`src/pfx_pkg.sv`:
```
// Package for the postfix expression evaluator: constants, codes and the
// controller/datapath command and status structs. No dependencies.
`default_nettype none
package pfx_pkg;
  localparam int StackDepth = 64;
  localparam int AddrW = $clog2(StackDepth);
  localparam int CntW = $clog2(StackDepth + 1);

  localparam logic [7:0] SymEnd = 8'd35;
  localparam logic [7:0] SymAdd = 8'd43;
  localparam logic [7:0] SymSub = 8'd45;
  localparam logic [7:0] SymMul = 8'd42;
  localparam logic [7:0] SymDiv = 8'd47;
  localparam logic [7:0] SymPow = 8'd94;
  localparam logic [7:0] SymRem = 8'd37;
  localparam logic [7:0] DigitBase = 8'd48;

  typedef enum logic [2:0] {
    OP_ADD = 3'd0, OP_SUB = 3'd1, OP_MUL = 3'd2, OP_DIV = 3'd3,
    OP_POW = 3'd4, OP_REM = 3'd5, OP_END = 3'd6, OP_PUSH = 3'd7
  } op_e;

  typedef enum logic [1:0] {
    ST_OK = 2'd0, ST_UNDER = 2'd1, ST_OVER = 2'd2, ST_DIVZ = 2'd3
  } status_e;

  // Controller to datapath.
  typedef struct packed {
    logic load_sym;   // capture symbol, decode op
    logic rd_top;     // issue read of top entry
    logic rd_next;    // issue read of second entry
    logic cap_r;      // capture read data as right operand
    logic cap_l;      // capture read data as left operand
    logic start_ex;   // start iterative execution
    logic wr_push;    // write pushed operand
    logic wr_res;     // write result below top
    logic set_out;    // build output item
  } cmd_t;

  // Datapath to controller.
  typedef struct packed {
    op_e  op;
    logic full;
    logic empty;
    logic lt2;
    logic divz;
    logic ex_done;
  } sts_t;
endpackage
`default_nettype wire

```
`src/pfx_ctrl.sv`:
```
// Controller state machine: sequences decode, stack reads, execution,
// write-back and output. Depends on pfx_pkg.
`default_nettype none
module pfx_ctrl (
  input  wire logic          clk_i,
  input  wire logic          rst_ni,
  input  wire logic          in_valid,
  output logic               in_ready,
  output logic               out_valid,
  input  wire logic          out_ready,
  input  wire pfx_pkg::sts_t sts_i,
  output pfx_pkg::cmd_t      cmd_o
);
  import pfx_pkg::*;

  typedef enum logic [7:0] {
    S_IDLE = 8'b0000_0001, S_DEC = 8'b0000_0010, S_RDR = 8'b0000_0100,
    S_RDL  = 8'b0000_1000, S_CAPL = 8'b0001_0000, S_EX = 8'b0010_0000,
    S_OUT  = 8'b0100_0000, S_HOLD = 8'b1000_0000
  } state_e;

  state_e state_q, state_d;
  logic   ov_q, ov_d;

  always_comb begin
    state_d = state_q; ov_d = ov_q; cmd_o = '0;
    if (ov_q && out_ready) ov_d = 1'b0;
    case (state_q)
      S_IDLE: if (in_valid) begin cmd_o.load_sym = 1'b1; state_d = S_DEC; end
      S_DEC: begin
        if (sts_i.op == OP_PUSH) begin
          if (sts_i.full) state_d = S_OUT;
          else begin cmd_o.wr_push = 1'b1; state_d = S_IDLE; end
        end else if (sts_i.op == OP_END) begin
          cmd_o.rd_top = 1'b1; state_d = S_RDL;
        end else if (sts_i.lt2) state_d = S_OUT;
        else begin cmd_o.rd_top = 1'b1; state_d = S_RDR; end
      end
      S_RDR: begin cmd_o.cap_r = 1'b1; cmd_o.rd_next = 1'b1; state_d = S_CAPL; end
      S_CAPL: begin cmd_o.cap_l = 1'b1; state_d = S_RDL; end
      S_RDL: begin
        if (sts_i.op == OP_END) state_d = S_OUT;
        else begin cmd_o.start_ex = 1'b1; state_d = S_EX; end
      end
      S_EX: if (sts_i.ex_done) state_d = S_OUT;
      S_OUT: if (!ov_q || out_ready) begin
        cmd_o.set_out = 1'b1; ov_d = 1'b1;
        if (sts_i.op != OP_END && sts_i.op != OP_PUSH && !sts_i.lt2 &&
            !((sts_i.op == OP_DIV || sts_i.op == OP_REM) && sts_i.divz))
          cmd_o.wr_res = 1'b1;
        state_d = S_HOLD;
      end
      S_HOLD: state_d = S_IDLE;
      default: state_d = S_IDLE;
    endcase
  end

  always_ff @(posedge clk_i or negedge rst_ni) begin
    if (!rst_ni) begin
      state_q <= S_IDLE; ov_q <= 1'b0;
    end else begin
      state_q <= state_d; ov_q <= ov_d;
    end
  end

  assign in_ready  = (state_q == S_IDLE);
  assign out_valid = ov_q;
endmodule
`default_nettype wire

```
`config.mk`:
```
export PLATFORM = sky130hd
export DESIGN_NAME = pfx_ctrl
export DESIGN_NICKNAME = d
export VERILOG_FILES = /design/src/pfx_pkg.sv /design/src/pfx_ctrl.sv
export SDC_FILE = /design/constraint.sdc
export NUM_CORES = 1
export LEC_CHECK = 0
export BUFFER_PORTS_ARGS = -buffer_cell sky130_fd_sc_hd__buf_4
export CAP_MARGIN = 20
export CORE_AREA = 2 2 39 41
export CTS_BUF_LIST = sky130_fd_sc_hd__clkbuf_4
export CTS_CLUSTER_SIZE = 12
export DETAILED_ROUTE_END_ITERATION = 10
export DIE_AREA = 0 0 41 43
export GPL_ROUTABILITY_DRIVEN = 0
export GPL_TIMING_DRIVEN = 0
export PLACE_DENSITY = 0.86
export REMOVE_ABC_BUFFERS = 1
export SLEW_MARGIN = 20
export SYNTH_ARGS = -nofsm -noshare
export SYNTH_HDL_FRONTEND = slang
export SYNTH_SLANG_ARGS = --single-unit
export TNS_END_PERCENT = 50
```
`constraint.sdc`:
```
create_clock -name clk_i -period 4 [get_ports clk_i]
set_input_delay 0.4 -clock clk_i [delete_from_list [all_inputs] [get_ports clk_i]]
set_output_delay 0.4 -clock clk_i [all_outputs]
set_load 0.01 [all_outputs]
```
==> summary.txt <==
largest net degree at the start of global routing: 10
CP Data Arrival Time: 2020 ps
clock sinks: 9
Distinct cells, synth: 34
top cell type's share of synthesized area: 30.9%
# Max-Cap Violations: 0
most common cell in the netlist: nor2_1
Total Wirelength: 1530 um
Final ANT Viol Nets: 0
combinational power share: 42.6%
synth cell count leaders: 9 x nor2_1, 8 x dfrtp_1, 7 x nand2_1
vias in the first global route: 593
Post-synth top flop: dfrtp_1
Static Leakage: 0.405 nW
Worst-Margin Slew: 377 ps
clk_lat worst skew: 270 ps
Total GRT Usage: 20.0%
Cell Area, Synth: 648 sq um
Final Critical Period: 2420 ps
setup ws final: 1580 ps
Rows: 14
fraction of registers with async set/reset: 100%
CTS clk-pin slew, worst paths: 70 ps
H-tree levels: 1
met3 Track Usage GR: 1.57%
Worst Path Max Fanout: 9
Critical Path RT: 3600 ps
CTS tree: built
CP endpoint kind: output port
Die W: 41 um
Most Used Layer, Global Route: met2
layout overhead on the synthesized area: 30.5%
fin crit share: 60.4%
layout cell share with drive strength beyond 1: 31.0%
Final nets: 113
startpoint types: flip-flop
critical path class: reg2out
worst hold path class: in2reg
total gr overflow: 0
count of flip-flops with a built-in enable after synthesis: 0
synth top area cells: dfrtp_1 31%, nor4_1 5.8%, nor2_1 5.2%
post-synth top area cell: dfrtp_1
DP Worst Slack: 1880 ps
area of the multi-input gates: 390 sq um
drt pass-1 iters: 4
status: complete, no violations
initial antenna violation count: 0
clk buf depth: 2
WL/cell: 13.2 um
P_int: 0.000245 W
Max VDD drop: 266 uV
DR vias/cell: 5.94
met1 Resource Use GR: 27.2%
switching share of power: 37.8%
TritonCTS buffer count: 3
synthesized area per cell: 8.31 sq um
NetSw: 0.000149 W
Core Footprint: 1380 sq um
post-synthesis cell count: 78
pwr dens: 466 nW/um^2
starting density of the core: 46.8%
Clock Skew: 4.13 ps
first-pass GRT wire length: 2460 um
I/O pin count: 23
via count: 689
R2R cell count: 4
GR Util met2: 30.3%
FILL cells: 121
Die Height: 43 um
Peak Freq: 0.414 GHz
initial drt markers: 39
PortBufs: 21
full die area: 1760 sq um
RSZ-0062 raised after global routing: false
Root Buffer: clkbuf_4
Flop pwr share: 36.2%
Yosys warning count: 0
Diodes inserted: 0
Post-route DRC: 0
Final setup viols: 0
HPWL after detailed placement: 1090 um
Fin. Hold Viols: 0
Rel. slew slack: 74.6%
sequential share of the synthesized area: 34.9%
setup TNS: 0 ps
FF+latch count, synth: 9
Final Max Tran Viols: 0
Reg area: 226 sq um
Worst Hold Depth: 2
clock share of power: 21.2%
[path summary, 6_finish.rpt]
check                      startpoint    endpoint  slack [ps]
setup / recovery           state_q[5]    cmd_o[7]        1580
hold / removal              out_ready   out_valid         320
setup reg to reg           state_q[5]  state_q[6]        2220
hold reg to reg            state_q[7]  state_q[0]         560
max in group asynchronous      rst_ni  state_q[0]        3300
min in group asynchronous      rst_ni  state_q[6]         480
[cells in the final DEF, fill, tap and decap left out, types with 2 or more instances in the layout]
cell type	count
a21oi_1	3
and2_1	2
and3_1	3
buf_4	21
clkbuf_4	4
dfrtp_1	8
inv_1	3
nand2_1	7
nand2b_1	4
nand4_1	2
nor2_1	9
nor3_1	3
nor3b_1	2
nor4_1	6
o21ai_0	4
[stage by stage]
step	area, sq um	cells	hold slack, ps	total power (W)	utilization [%]
final	846	116	324	0.000394	61.1
after global routing	846	116	330	0.000423	61.1
after CTS	846	116	323	0.000393	61.1
after detailed placement	806	111	229	0.000310	58.2
after global placement	806	111	228	0.000307	58.2
after floorplan	628	74	104	0.000254	-
[power groups by stage]
stage               Sequential [W]  Clock (W)  Combinational, W
floorplan                 0.000136          0          0.000118
finish                    0.000143  0.0000835          0.000168
global route              0.000148  0.0000864          0.000189
detailed placement        0.000144          0          0.000166
global placement          0.000143          0          0.000164
CTS                       0.000142  0.0000827          0.000168
[cell type report]
type                    count  area share, %
multi-input cells          62           46.2
repair buffers             22           19.8
flip-flops and latches      9           26.8
well taps                  16           2.37
clock buffers               4           3.55
inverters                   3           1.33
[critical path, cell delays in order, from the launching register on]
cell and delay, ps:
dfrtp_1 460, or4_4 600, or3_4 420, a21oi_1 130
buf_4 130
[sequential cells by signal (all words and copies together), names as in the netlist]
signal     count
out_valid      1
state_q        8
[kinds of logic (layout without fill, tap and decap cells)]
| kind of cell | Yosys count | in the layout | synth area share [%] |
|---|---|---|---|
| compound gates | 14 | 14 | 14.7 |
| xor+xnor | 1 | 1 | 1.35 |
| buf+inv | 7 | 29 | 4.83 |
| flops | 9 | 9 | 34.9 |
| simple gates | 47 | 47 | 44.2 |
[layer usage]
metal | vias up | part of all wire (%)
met5 | - | 0
met4 | 0 | 0.98
met3 | 2 | 5.4
met2 | 34 | 50
met1 | 323 | 44
li1 | 330 | -
[repair_timing]
item                                   4_1_cts  5_1_grt
endpoints found under the hold margin        8        0
buffers inserted                             0        0
gates resized for setup                      0        0
hold buffers                                 1        0
No activity file was read; power rests on OpenSTA's default activity.
